--- src/hdl/edbp_pkg.sv ---
// ----------------------------------------------------------------------------
// edbp_pkg - shared types and constants of the Elias delta bit packer
// Request and result payloads, the code entry passed from front to back,
// and register map constants.
// ----------------------------------------------------------------------------
`default_nettype none

package edbp_pkg;

    localparam int WORD_BITS  = 32;
    // longest code: 11 bits of gamma prefix plus 31 bits of mantissa
    localparam int CODE_BITS  = 42;
    // pending bits (at most 31) plus one full code
    localparam int BUF_BITS   = WORD_BITS + CODE_BITS - 1;
    localparam int LEN_W      = $clog2(CODE_BITS + 1);
    localparam int CNT_W      = $clog2(BUF_BITS + 1);
    localparam int WCOUNT_W   = 27;

    localparam int QUEUE_DEPTH_DEF = 4;

    // configuration port
    localparam int CFG_ADDR_W = 3;
    localparam int CFG_DATA_W = 32;
    localparam logic REG_BYTES_PER_NUMBER = 1'b0;  // register index, paddr[2]
    localparam logic [2:0] BPN_RESET = 3'd4;

    typedef struct packed {
        logic [31:0] value;
        logic        last;
    } edbp_src_t;

    typedef struct packed {
        logic [31:0] word;
        logic [2:0]  valid_bytes;
        logic        end_of_stream;
        logic [31:0] total_bits;
    } edbp_dst_t;

    // one code, left aligned in CODE_BITS, with its length
    typedef struct packed {
        logic [CODE_BITS-1:0] code;
        logic [LEN_W-1:0]     len;
        logic                 last;
    } edbp_code_t;

endpackage

`default_nettype wire

--- src/hdl/edbp_front.sv ---
// ----------------------------------------------------------------------------
// edbp_front - request intake and code builder
// Masks and increments the value, then builds the left-aligned delta code
// and its length for the code queue.
// ----------------------------------------------------------------------------
`default_nettype none

module edbp_front
    import edbp_pkg::*;
(
    input  wire logic       clk,
    input  wire logic       rst_n,
    input  wire logic [2:0] bytes_per_number,
    input  wire logic       src_valid,
    output logic            src_stall,
    input  wire edbp_src_t  src_data,
    output logic            push,
    output edbp_code_t      push_data,
    input  wire logic       queue_full
);

    logic        s_valid_reg;
    logic [31:0] num_reg;
    logic        last_reg;
    logic [31:0] num_next;
    logic [31:0] masked;

    logic [5:0]  n_len;     // bit length of num, 1..32
    logic [2:0]  l_len;     // bit length of n_len, 1..6
    logic [3:0]  gamma_len;
    logic [3:0]  gamma_sh;
    logic [10:0] gamma;
    logic [5:0]  tail_sh;
    logic [31:0] tail;

    assign src_stall = s_valid_reg && queue_full;
    assign push      = s_valid_reg && !queue_full;

    // input mask, register values out of range clamp to 1 or 4 bytes
    always_comb
    begin
        case (bytes_per_number)
            3'd0, 3'd1: masked = {24'd0, src_data.value[7:0]};
            3'd2:       masked = {16'd0, src_data.value[15:0]};
            3'd3:       masked = {8'd0, src_data.value[23:0]};
            default:    masked = src_data.value;
        endcase
        // saturating increment
        num_next = (&masked) ? masked : masked + 32'd1;
    end

    always_ff @(posedge clk or negedge rst_n)
    begin
        if (!rst_n)
        begin
            s_valid_reg <= 1'b0;
        end
        else if (!src_stall)
        begin
            s_valid_reg <= src_valid;
        end
    end

    always_ff @(posedge clk)
    begin
        if (!src_stall && src_valid)
        begin
            num_reg  <= num_next;
            last_reg <= src_data.last;
        end
    end

    // code = (L-1) zeros, N in L bits, low N-1 bits of num
    always_comb
    begin
        n_len = 6'd0;
        for (int i = 0; i < 32; i++)
        begin
            if (num_reg[i])
            begin
                n_len = 6'(i + 1);
            end
        end
        l_len = 3'd0;
        for (int j = 0; j < 6; j++)
        begin
            if (n_len[j])
            begin
                l_len = 3'(j + 1);
            end
        end
        gamma_len = {l_len, 1'b0} - 4'd1;
        gamma_sh  = 4'd12 - {l_len, 1'b0};
        gamma     = {5'd0, n_len} << gamma_sh;
        tail_sh   = 6'd33 - n_len;
        tail      = num_reg << tail_sh;      // drops the leading one

        push_data.code = {gamma, 31'd0} | ({tail, 10'd0} >> gamma_len);
        push_data.len  = LEN_W'(gamma_len) + n_len - LEN_W'(1);
        push_data.last = last_reg;
    end

endmodule

`default_nettype wire

--- src/hdl/edbp_queue.sv ---
// ----------------------------------------------------------------------------
// edbp_queue - code queue between front and back
// Small register FIFO; head entry is shown while not empty.
// ----------------------------------------------------------------------------
`default_nettype none

module edbp_queue
    import edbp_pkg::*;
#(
    parameter int DEPTH = QUEUE_DEPTH_DEF
)
(
    input  wire logic       clk,
    input  wire logic       rst_n,
    input  wire logic       push,
    input  wire edbp_code_t push_data,
    output logic            full,
    output logic            head_valid,
    output edbp_code_t      head_data,
    input  wire logic       pop
);

    localparam int PTR_W   = (DEPTH > 1) ? $clog2(DEPTH) : 1;
    localparam int COUNT_W = $clog2(DEPTH + 1);

    edbp_code_t         entry_reg [DEPTH];
    logic [PTR_W-1:0]   wr_ptr_reg;
    logic [PTR_W-1:0]   rd_ptr_reg;
    logic [COUNT_W-1:0] count_reg;

    assign full       = (count_reg == COUNT_W'(DEPTH));
    assign head_valid = (count_reg != '0);
    assign head_data  = entry_reg[rd_ptr_reg];

    always_ff @(posedge clk)
    begin
        if (push)
        begin
            entry_reg[wr_ptr_reg] <= push_data;
        end
    end

    always_ff @(posedge clk or negedge rst_n)
    begin
        if (!rst_n)
        begin
            wr_ptr_reg <= '0;
            rd_ptr_reg <= '0;
            count_reg  <= '0;
        end
        else
        begin
            if (push)
            begin
                wr_ptr_reg <= (wr_ptr_reg == PTR_W'(DEPTH - 1)) ? '0 : wr_ptr_reg + PTR_W'(1);
            end
            if (pop)
            begin
                rd_ptr_reg <= (rd_ptr_reg == PTR_W'(DEPTH - 1)) ? '0 : rd_ptr_reg + PTR_W'(1);
            end
            case ({push, pop})
                2'b10:   count_reg <= count_reg + COUNT_W'(1);
                2'b01:   count_reg <= count_reg - COUNT_W'(1);
                default: count_reg <= count_reg;
            endcase
        end
    end

endmodule

`default_nettype wire

--- src/hdl/edbp_back.sv ---
// ----------------------------------------------------------------------------
// edbp_back - bit packer and word output
// Merges codes into a bit buffer, emits one 32-bit word per cycle into the
// output register unless dst stalls, and flushes a stream's partial word.
// ----------------------------------------------------------------------------
`default_nettype none

module edbp_back
    import edbp_pkg::*;
(
    input  wire logic       clk,
    input  wire logic       rst_n,
    input  wire logic       head_valid,
    input  wire edbp_code_t head_data,
    output logic            pop,
    output logic            dst_valid,
    input  wire logic       dst_stall,
    output edbp_dst_t       dst_data
);

    logic [BUF_BITS-1:0] wbuf_reg, wbuf_next;
    logic [CNT_W-1:0]    wcnt_reg, wcnt_next;
    logic [WCOUNT_W-1:0] words_reg, words_next;
    logic                wlast_reg, wlast_next;
    logic                dst_valid_reg, dst_valid_next;
    edbp_dst_t           dst_reg, dst_next;

    logic                can_out;
    logic                have_word;
    logic                do_full;
    logic                do_flush;
    logic                eos_full;
    logic [BUF_BITS-1:0] base_buf;
    logic [CNT_W-1:0]    base_cnt;
    logic [BUF_BITS-1:0] ins_bits;
    logic [2:0]          flush_bytes;

    assign dst_valid = dst_valid_reg;
    assign dst_data  = dst_reg;

    always_comb
    begin
        can_out   = !dst_valid_reg || !dst_stall;
        have_word = (wcnt_reg >= CNT_W'(WORD_BITS));
        do_full   = have_word && can_out;
        do_flush  = !have_word && wlast_reg && can_out;
        eos_full  = do_full && wlast_reg && (wcnt_reg == CNT_W'(WORD_BITS));

        // consume a finished word first, then merge the next code behind it
        base_buf = do_full ? {wbuf_reg[BUF_BITS-WORD_BITS-1:0], {WORD_BITS{1'b0}}} : wbuf_reg;
        base_cnt = do_full ? wcnt_reg - CNT_W'(WORD_BITS) : wcnt_reg;
        pop      = head_valid && !wlast_reg && (base_cnt < CNT_W'(WORD_BITS));
        ins_bits = {head_data.code, {(WORD_BITS-1){1'b0}}} >> base_cnt[4:0];

        if (wcnt_reg > CNT_W'(24))
            flush_bytes = 3'd4;
        else if (wcnt_reg > CNT_W'(16))
            flush_bytes = 3'd3;
        else if (wcnt_reg > CNT_W'(8))
            flush_bytes = 3'd2;
        else
            flush_bytes = 3'd1;

        wbuf_next  = pop ? (base_buf | ins_bits) : base_buf;
        wcnt_next  = pop ? base_cnt + CNT_W'(head_data.len) : base_cnt;
        words_next = words_reg;
        wlast_next = pop ? head_data.last : wlast_reg;

        dst_valid_next = dst_valid_reg && dst_stall;
        dst_next       = dst_reg;

        if (do_full)
        begin
            dst_valid_next         = 1'b1;
            dst_next.word          = wbuf_reg[BUF_BITS-1 -: WORD_BITS];
            dst_next.valid_bytes   = 3'd4;
            dst_next.end_of_stream = eos_full;
            dst_next.total_bits    = eos_full ? {words_reg + WCOUNT_W'(1), 5'd0} : 32'd0;
            words_next             = words_reg + WCOUNT_W'(1);
            if (eos_full)
            begin
                words_next = '0;
                wlast_next = 1'b0;
            end
        end
        else if (do_flush)
        begin
            dst_valid_next         = 1'b1;
            dst_next.word          = wbuf_reg[BUF_BITS-1 -: WORD_BITS];
            dst_next.valid_bytes   = flush_bytes;
            dst_next.end_of_stream = 1'b1;
            dst_next.total_bits    = {words_reg, wcnt_reg[4:0]};
            wbuf_next              = '0;
            wcnt_next              = '0;
            words_next             = '0;
            wlast_next             = 1'b0;
        end
    end

    always_ff @(posedge clk or negedge rst_n)
    begin
        if (!rst_n)
        begin
            wbuf_reg      <= '0;
            wcnt_reg      <= '0;
            words_reg     <= '0;
            wlast_reg     <= 1'b0;
            dst_valid_reg <= 1'b0;
        end
        else
        begin
            wbuf_reg      <= wbuf_next;
            wcnt_reg      <= wcnt_next;
            words_reg     <= words_next;
            wlast_reg     <= wlast_next;
            dst_valid_reg <= dst_valid_next;
        end
    end

    always_ff @(posedge clk)
    begin
        dst_reg <= dst_next;
    end

    // buffer never holds more than pending bits plus one code
    a_cnt_range: assert property (@(posedge clk) disable iff (!rst_n)
        wcnt_reg <= CNT_W'(BUF_BITS))
        else $error("bit buffer count out of range");

    // a stream end below a word boundary always leaves bits to flush
    a_flush_bits: assert property (@(posedge clk) disable iff (!rst_n)
        (wlast_reg && !have_word) |-> (wcnt_reg != '0))
        else $error("end of stream with empty partial word");

    // closing a stream always produces an end-of-stream word
    a_eos_out: assert property (@(posedge clk) disable iff (!rst_n)
        $fell(wlast_reg) |-> (dst_valid_reg && dst_reg.end_of_stream))
        else $error("stream closed without end-of-stream word");

    a_mid_word: assert property (@(posedge clk) disable iff (!rst_n)
        (dst_valid_reg && !dst_reg.end_of_stream)
            |-> (dst_reg.valid_bytes == 3'd4 && dst_reg.total_bits == 32'd0))
        else $error("mid-stream word with partial count");

endmodule

`default_nettype wire

--- src/hdl/elias_delta_bit_packer_unit.sv ---
// ----------------------------------------------------------------------------
// elias_delta_bit_packer_unit - Elias delta encoder with 32-bit word packing
//
// Requests arrive on src (valid/stall): a value and a last flag. The value
// is masked to bytes_per_number bytes, incremented (saturating at all ones)
// and encoded as an Elias delta code, MSB first. Code bits are packed into
// 32-bit words, first bit in bit 31, and sent on dst (valid/stall). The
// request marked last closes the stream: its final word carries
// end_of_stream and total_bits, partial words are zero padded and report
// their meaningful leading bytes in valid_bytes.
//
// A word completed by a request passes the front register, code queue,
// bit buffer and output register before it leaves on dst. A new request
// is taken every cycle while the code queue (4 entries by default) has
// room; the packer merges at most one code and writes at most one word per
// cycle to dst, so long codes (up to 42 bits) can hold back intake while
// short ones keep pace. When dst stalls, the output register holds, the
// packer stops once a full word is pending, the queue fills and src_stall
// rises. Reset clears the stream state, the queue and the output valid,
// and sets bytes_per_number to 4. Configure only while the block is idle.
// ----------------------------------------------------------------------------
`default_nettype none

module elias_delta_bit_packer_unit
    import edbp_pkg::*;
#(
    parameter int QUEUE_DEPTH = QUEUE_DEPTH_DEF
)
(
    input  wire logic                  clk,
    input  wire logic                  rst_n,
    // request channel
    input  wire logic                  src_valid,
    output logic                       src_stall,
    input  wire edbp_src_t             src_data,
    // result channel
    output logic                       dst_valid,
    input  wire logic                  dst_stall,
    output edbp_dst_t                  dst_data,
    // configuration port
    input  wire logic                  psel,
    input  wire logic                  penable,
    input  wire logic                  pwrite,
    input  wire logic [CFG_ADDR_W-1:0] paddr,
    input  wire logic [CFG_DATA_W-1:0] pwdata,
    output logic [CFG_DATA_W-1:0]      prdata,
    output logic                       pready
);

    logic [2:0] bpn_reg;
    logic       cfg_write;

    logic       push;
    edbp_code_t push_data;
    logic       queue_full;
    logic       head_valid;
    edbp_code_t head_data;
    logic       pop;

    // ---- configuration register ----
    assign pready    = 1'b1;
    assign cfg_write = psel && penable && pwrite && (paddr[2] == REG_BYTES_PER_NUMBER);

    always_ff @(posedge clk or negedge rst_n)
    begin
        if (!rst_n)
        begin
            bpn_reg <= BPN_RESET;
        end
        else if (cfg_write)
        begin
            bpn_reg <= pwdata[2:0];
        end
    end

    always_comb
    begin
        if (paddr[2] == REG_BYTES_PER_NUMBER)
            prdata = {{(CFG_DATA_W-3){1'b0}}, bpn_reg};
        else
            prdata = '0;
    end

    // ---- front: mask, increment, build code ----
    edbp_front u_front (
        .clk              (clk),
        .rst_n            (rst_n),
        .bytes_per_number (bpn_reg),
        .src_valid        (src_valid),
        .src_stall        (src_stall),
        .src_data         (src_data),
        .push             (push),
        .push_data        (push_data),
        .queue_full       (queue_full)
    );

    // ---- code queue decouples intake from word output ----
    edbp_queue #(
        .DEPTH (QUEUE_DEPTH)
    ) u_queue (
        .clk        (clk),
        .rst_n      (rst_n),
        .push       (push),
        .push_data  (push_data),
        .full       (queue_full),
        .head_valid (head_valid),
        .head_data  (head_data),
        .pop        (pop)
    );

    // ---- back: pack bits, emit words, flush at end of stream ----
    edbp_back u_back (
        .clk        (clk),
        .rst_n      (rst_n),
        .head_valid (head_valid),
        .head_data  (head_data),
        .pop        (pop),
        .dst_valid  (dst_valid),
        .dst_stall  (dst_stall),
        .dst_data   (dst_data)
    );

endmodule

`default_nettype wire
--- config.mk ---
export PLATFORM = sky130hd
export DESIGN_NAME = elias_delta_bit_packer_unit
export DESIGN_NICKNAME = d
export VERILOG_FILES = /design/src/hdl/edbp_pkg.sv /design/src/hdl/edbp_front.sv /design/src/hdl/edbp_queue.sv /design/src/hdl/edbp_back.sv /design/src/hdl/elias_delta_bit_packer_unit.sv
export SDC_FILE = /design/constraint.sdc
export NUM_CORES = 1
export LEC_CHECK = 0
export BUFFER_PORTS_ARGS = -buffer_cell sky130_fd_sc_hd__buf_2
export CAP_MARGIN = 20
export CORE_UTILIZATION = 40
export DETAILED_ROUTE_END_ITERATION = 6
export SYNTH_ARGS = -nofsm -noshare
export SYNTH_HDL_FRONTEND = slang
export SYNTH_SLANG_ARGS = --single-unit
--- constraint.sdc ---
create_clock -name clk -period 15.03 [get_ports clk]
set_input_delay 0 -clock clk [delete_from_list [all_inputs] [get_ports clk]]
set_output_delay 0 -clock clk [all_outputs]
set_load 0.01 [all_outputs]
==> summary.md <==
| Metric | Value |
|---|---|
| Routed len/inst | `a little over 20 microns` |
| CTS Buf Count | `44` |
| CTS max path bufs | `3` |
| First-pass GRT wire length | `slightly below 100 mm` |
| Tcrit/Tclk final | `a little over two fifths` |
| Area grow syn2layout | `12.7%` |
| Netlist cell types | `between 80 and 90` |
| Syn avg cell area | `10.9 sq um` |
| Crit-path max FO | `54` |
| Synth warnings | `0` |
| EDFF count, synth | `about 290` |
| Port bufs | `between 100 and 150` |
| Arr. time, crit path | `between 6000 and 7000 ps` |
| CTS sink count | `~420` |
| Slew Viols, Final | `0` |
| WP data required | `roughly 15000 ps` |
| R2R Setup Slk | `8670 ps` |
| Final WL | `about 63 mm` |
| Rel. slew slack | `between 20 and 30%` |
| P_leak | `a little over 10 nW` |
| Synth area leader | `edfxtp_1` |
| Pre-CTS WS | `about 9000 ps` |
| Max cap viols | `0` |
| Pwr Density | `between 200 and 250 nW/um^2` |
| Endpoints failing setup | `0` |
| Global-route usage over all layers | `20.6%` |
| Die area | `60400 sq um` |
| Max reg flops | `196` |
| I/O pin count | `around 180` |
| Setup TNS Final | `0 ps` |
| Starting DRT DRC Count | `1630` |
| Cells after synthesis | `2184` |
| Clk_skew | `25.7 ps` |
| CTS tree | `done` |
| IR drop worst, VDD | `103 uV` |
| Crit. End Element | `flop` |
| Sequential fraction of the synthesis area | `around 50%` |
| Largest net degree at the start of global routing | `92` |
| Die Y | `between 200 and 250 microns` |
| Final ANT Viol Nets | `0` |
| CP startpoint kind | `flop` |
| Top cells by area, synth | `edfxtp_1, dfrtp_1, mux2i_1` |
| Worst Tran Pin Value | `between 1000 and 1500 ps` |
| Grt ovf | `0` |
| Yosys reg bits | `between 400 and 500` |
| CP Class | `flop to flop` |
| Vias/cell | `5.80` |
| Vias in the first global route | `17100` |
| Vias | `roughly 18000` |
| Layout cells sized above 1 | `around 17%` |
| H-tree depth | `2` |
| Minimum clock period | `between 6000 and 7000 ps` |
| Clock insertion delay at the later pin of the skew report | `a little under 600 ps` |
| Starting Density | `about two fifths` |
| Synthesized area | `23800 sq um` |
| Min-Delay Path Class | `input port to async pin` |
| CTS clk-pin slew, worst paths | `around 60 ps` |
| Peak Freq | `around 160 MHz` |
| Count leader, synth | `edfxtp_1` |
| Drt first pass iters | `6` |
| Die width | `246 microns` |
| Post-route DRC | `0` |
| Detailed placement HPWL | `around 43 mm` |
| Placer Congestion | `just over 0.9` |
| Core area | `just under 60000 sq um` |
| Rows | `just under 90` |
| Synth async-reset ratio | `28.8%` |
| Root Driver | `clkbuf_16` |
| Fill cell count | `about 5400` |
| ANT cells | `0` |
| RSZ-0062 raised after global routing | `no` |
| Top cell type's share of synthesized area | `roughly 37%` |
| Final hold violation count | `0` |
| Top cells by count, synth | `edfxtp_1, nand2_1, nor2_1` |
| Antenna violations before repair | `0` |
| PnR worst setup slack | `about 8700 ps` |
| Status | `completed` |
| Nets | `between 2000 and 2500` |
| Dominant synthesized flop cell | `edfxtp_1` |
repair_timing:
item | CTS | global route
gates resized for setup | 0 | 0
endpoints found under the hold margin | 85 | 0
buffers inserted | 0 | 0
hold buffers | 58 | 0
power breakdown:
part           internal, W  switching, W
Sequential         0.00167      0.000149
Combinational      0.00104       0.00176
Clock             0.000591      0.000450
kinds of logic (layout without fill, tap and decap cells):
group	count (synthesis)	count (layout)	share of synthesized area, %
adders and majority gates	27	27	1.52
buffers and inverters	218	323	4.17
xor gates and xnor gates	37	37	1.36
other	2	30	0.0316
DFF	417	417	50.1
AOI/OAI and AO/OA	493	493	13.9
and+or+nand+nor	713	713	13.7
muxes	277	277	15.2
worst max-delay path: stages, from the launching register on:
cell,delay [ps]
edfxtp_1,800
inv_1,430
and2_1,300
o211ai_1,90
buf_4,280
inv_2,290
a211o_1,340
buf_4,310
nor3_4,330
or2_1,750
inv_1,650
ha_1,530
fa_1,440
inv_1,70
a21o_1,120
a21oi_1,80
xnor2_1,280
stage by stage:
step                hold slack, ps  instance area, sq um  power (W)  cells  util, %
global placement              88.9                 24800    0.00456   2945     42.7
finish                        15.9                 26800    0.00566   3082     46.0
global route                  33.1                 26800    0.00600   3082     46.0
detailed placement            86.2                 24800    0.00460   2945     42.7
CTS                           6.42                 26800    0.00568   3082     46.0
floorplan                     -296                 23900    0.00378   2212        -
metal layers:
layer	GRT usage, %	part of all wire [%]
met5	0	0
met4	5.43	1.9
met3	2.86	5.2
met2	34.3	48
met1	28.1	44
worst paths after layout:
check / start / to / cells past startpoint
max in group asynchronous: rst_n / u_back.wbuf_reg[67]$_DFF_PN0_ / 3
worst min register to register: u_back.wbuf_reg[15]$_DFF_PN0_ / u_back.wbuf_reg[15]$_DFF_PN0_ / 2
worst max register to register: u_front.num_reg[31]$_DFFE_PP_ / u_queue.entry_reg[1][6]$_DFFE_PP_ / 16
worst min-delay path: rst_n / u_back.words_reg[12]$_DFFE_PN0P_ / 2
worst max-delay path: u_front.num_reg[31]$_DFFE_PP_ / u_queue.entry_reg[1][6]$_DFFE_PP_ / 16
min in group clk: src_data[0] / u_front.last_reg$_DFFE_PP_ / 2
area by class of cell:
type | count | area, sq um | share of cell area, %
repair buffers | 200 | 1360 | 5.08
inverters | 44 | 170 | 0.636
flip-flops and latches | 417 | 11900 | 44.5
well taps | 765 | 957 | 3.58
clock inverters | 21 | 188 | 0.701
multi-input cells | 1577 | 11000 | 41.1
clock buffers | 58 | 1180 | 4.43
cells in the final DEF (no fill, tap or decap), drive strengths merged, types with 35 or more instances in the layout:
master and n:
a21oi 78, a31oi 39, and2 53, and3 35
buf 142, clkbuf 58, dfrtp 119, dlygate4sd3 58
edfxtp 294, inv 44, mux2 73, mux2i 144
mux4 60, nand2 268, nand3 53, nor2 194
o21ai 130, o31ai 53
Power figures use the tool's default switching activity.
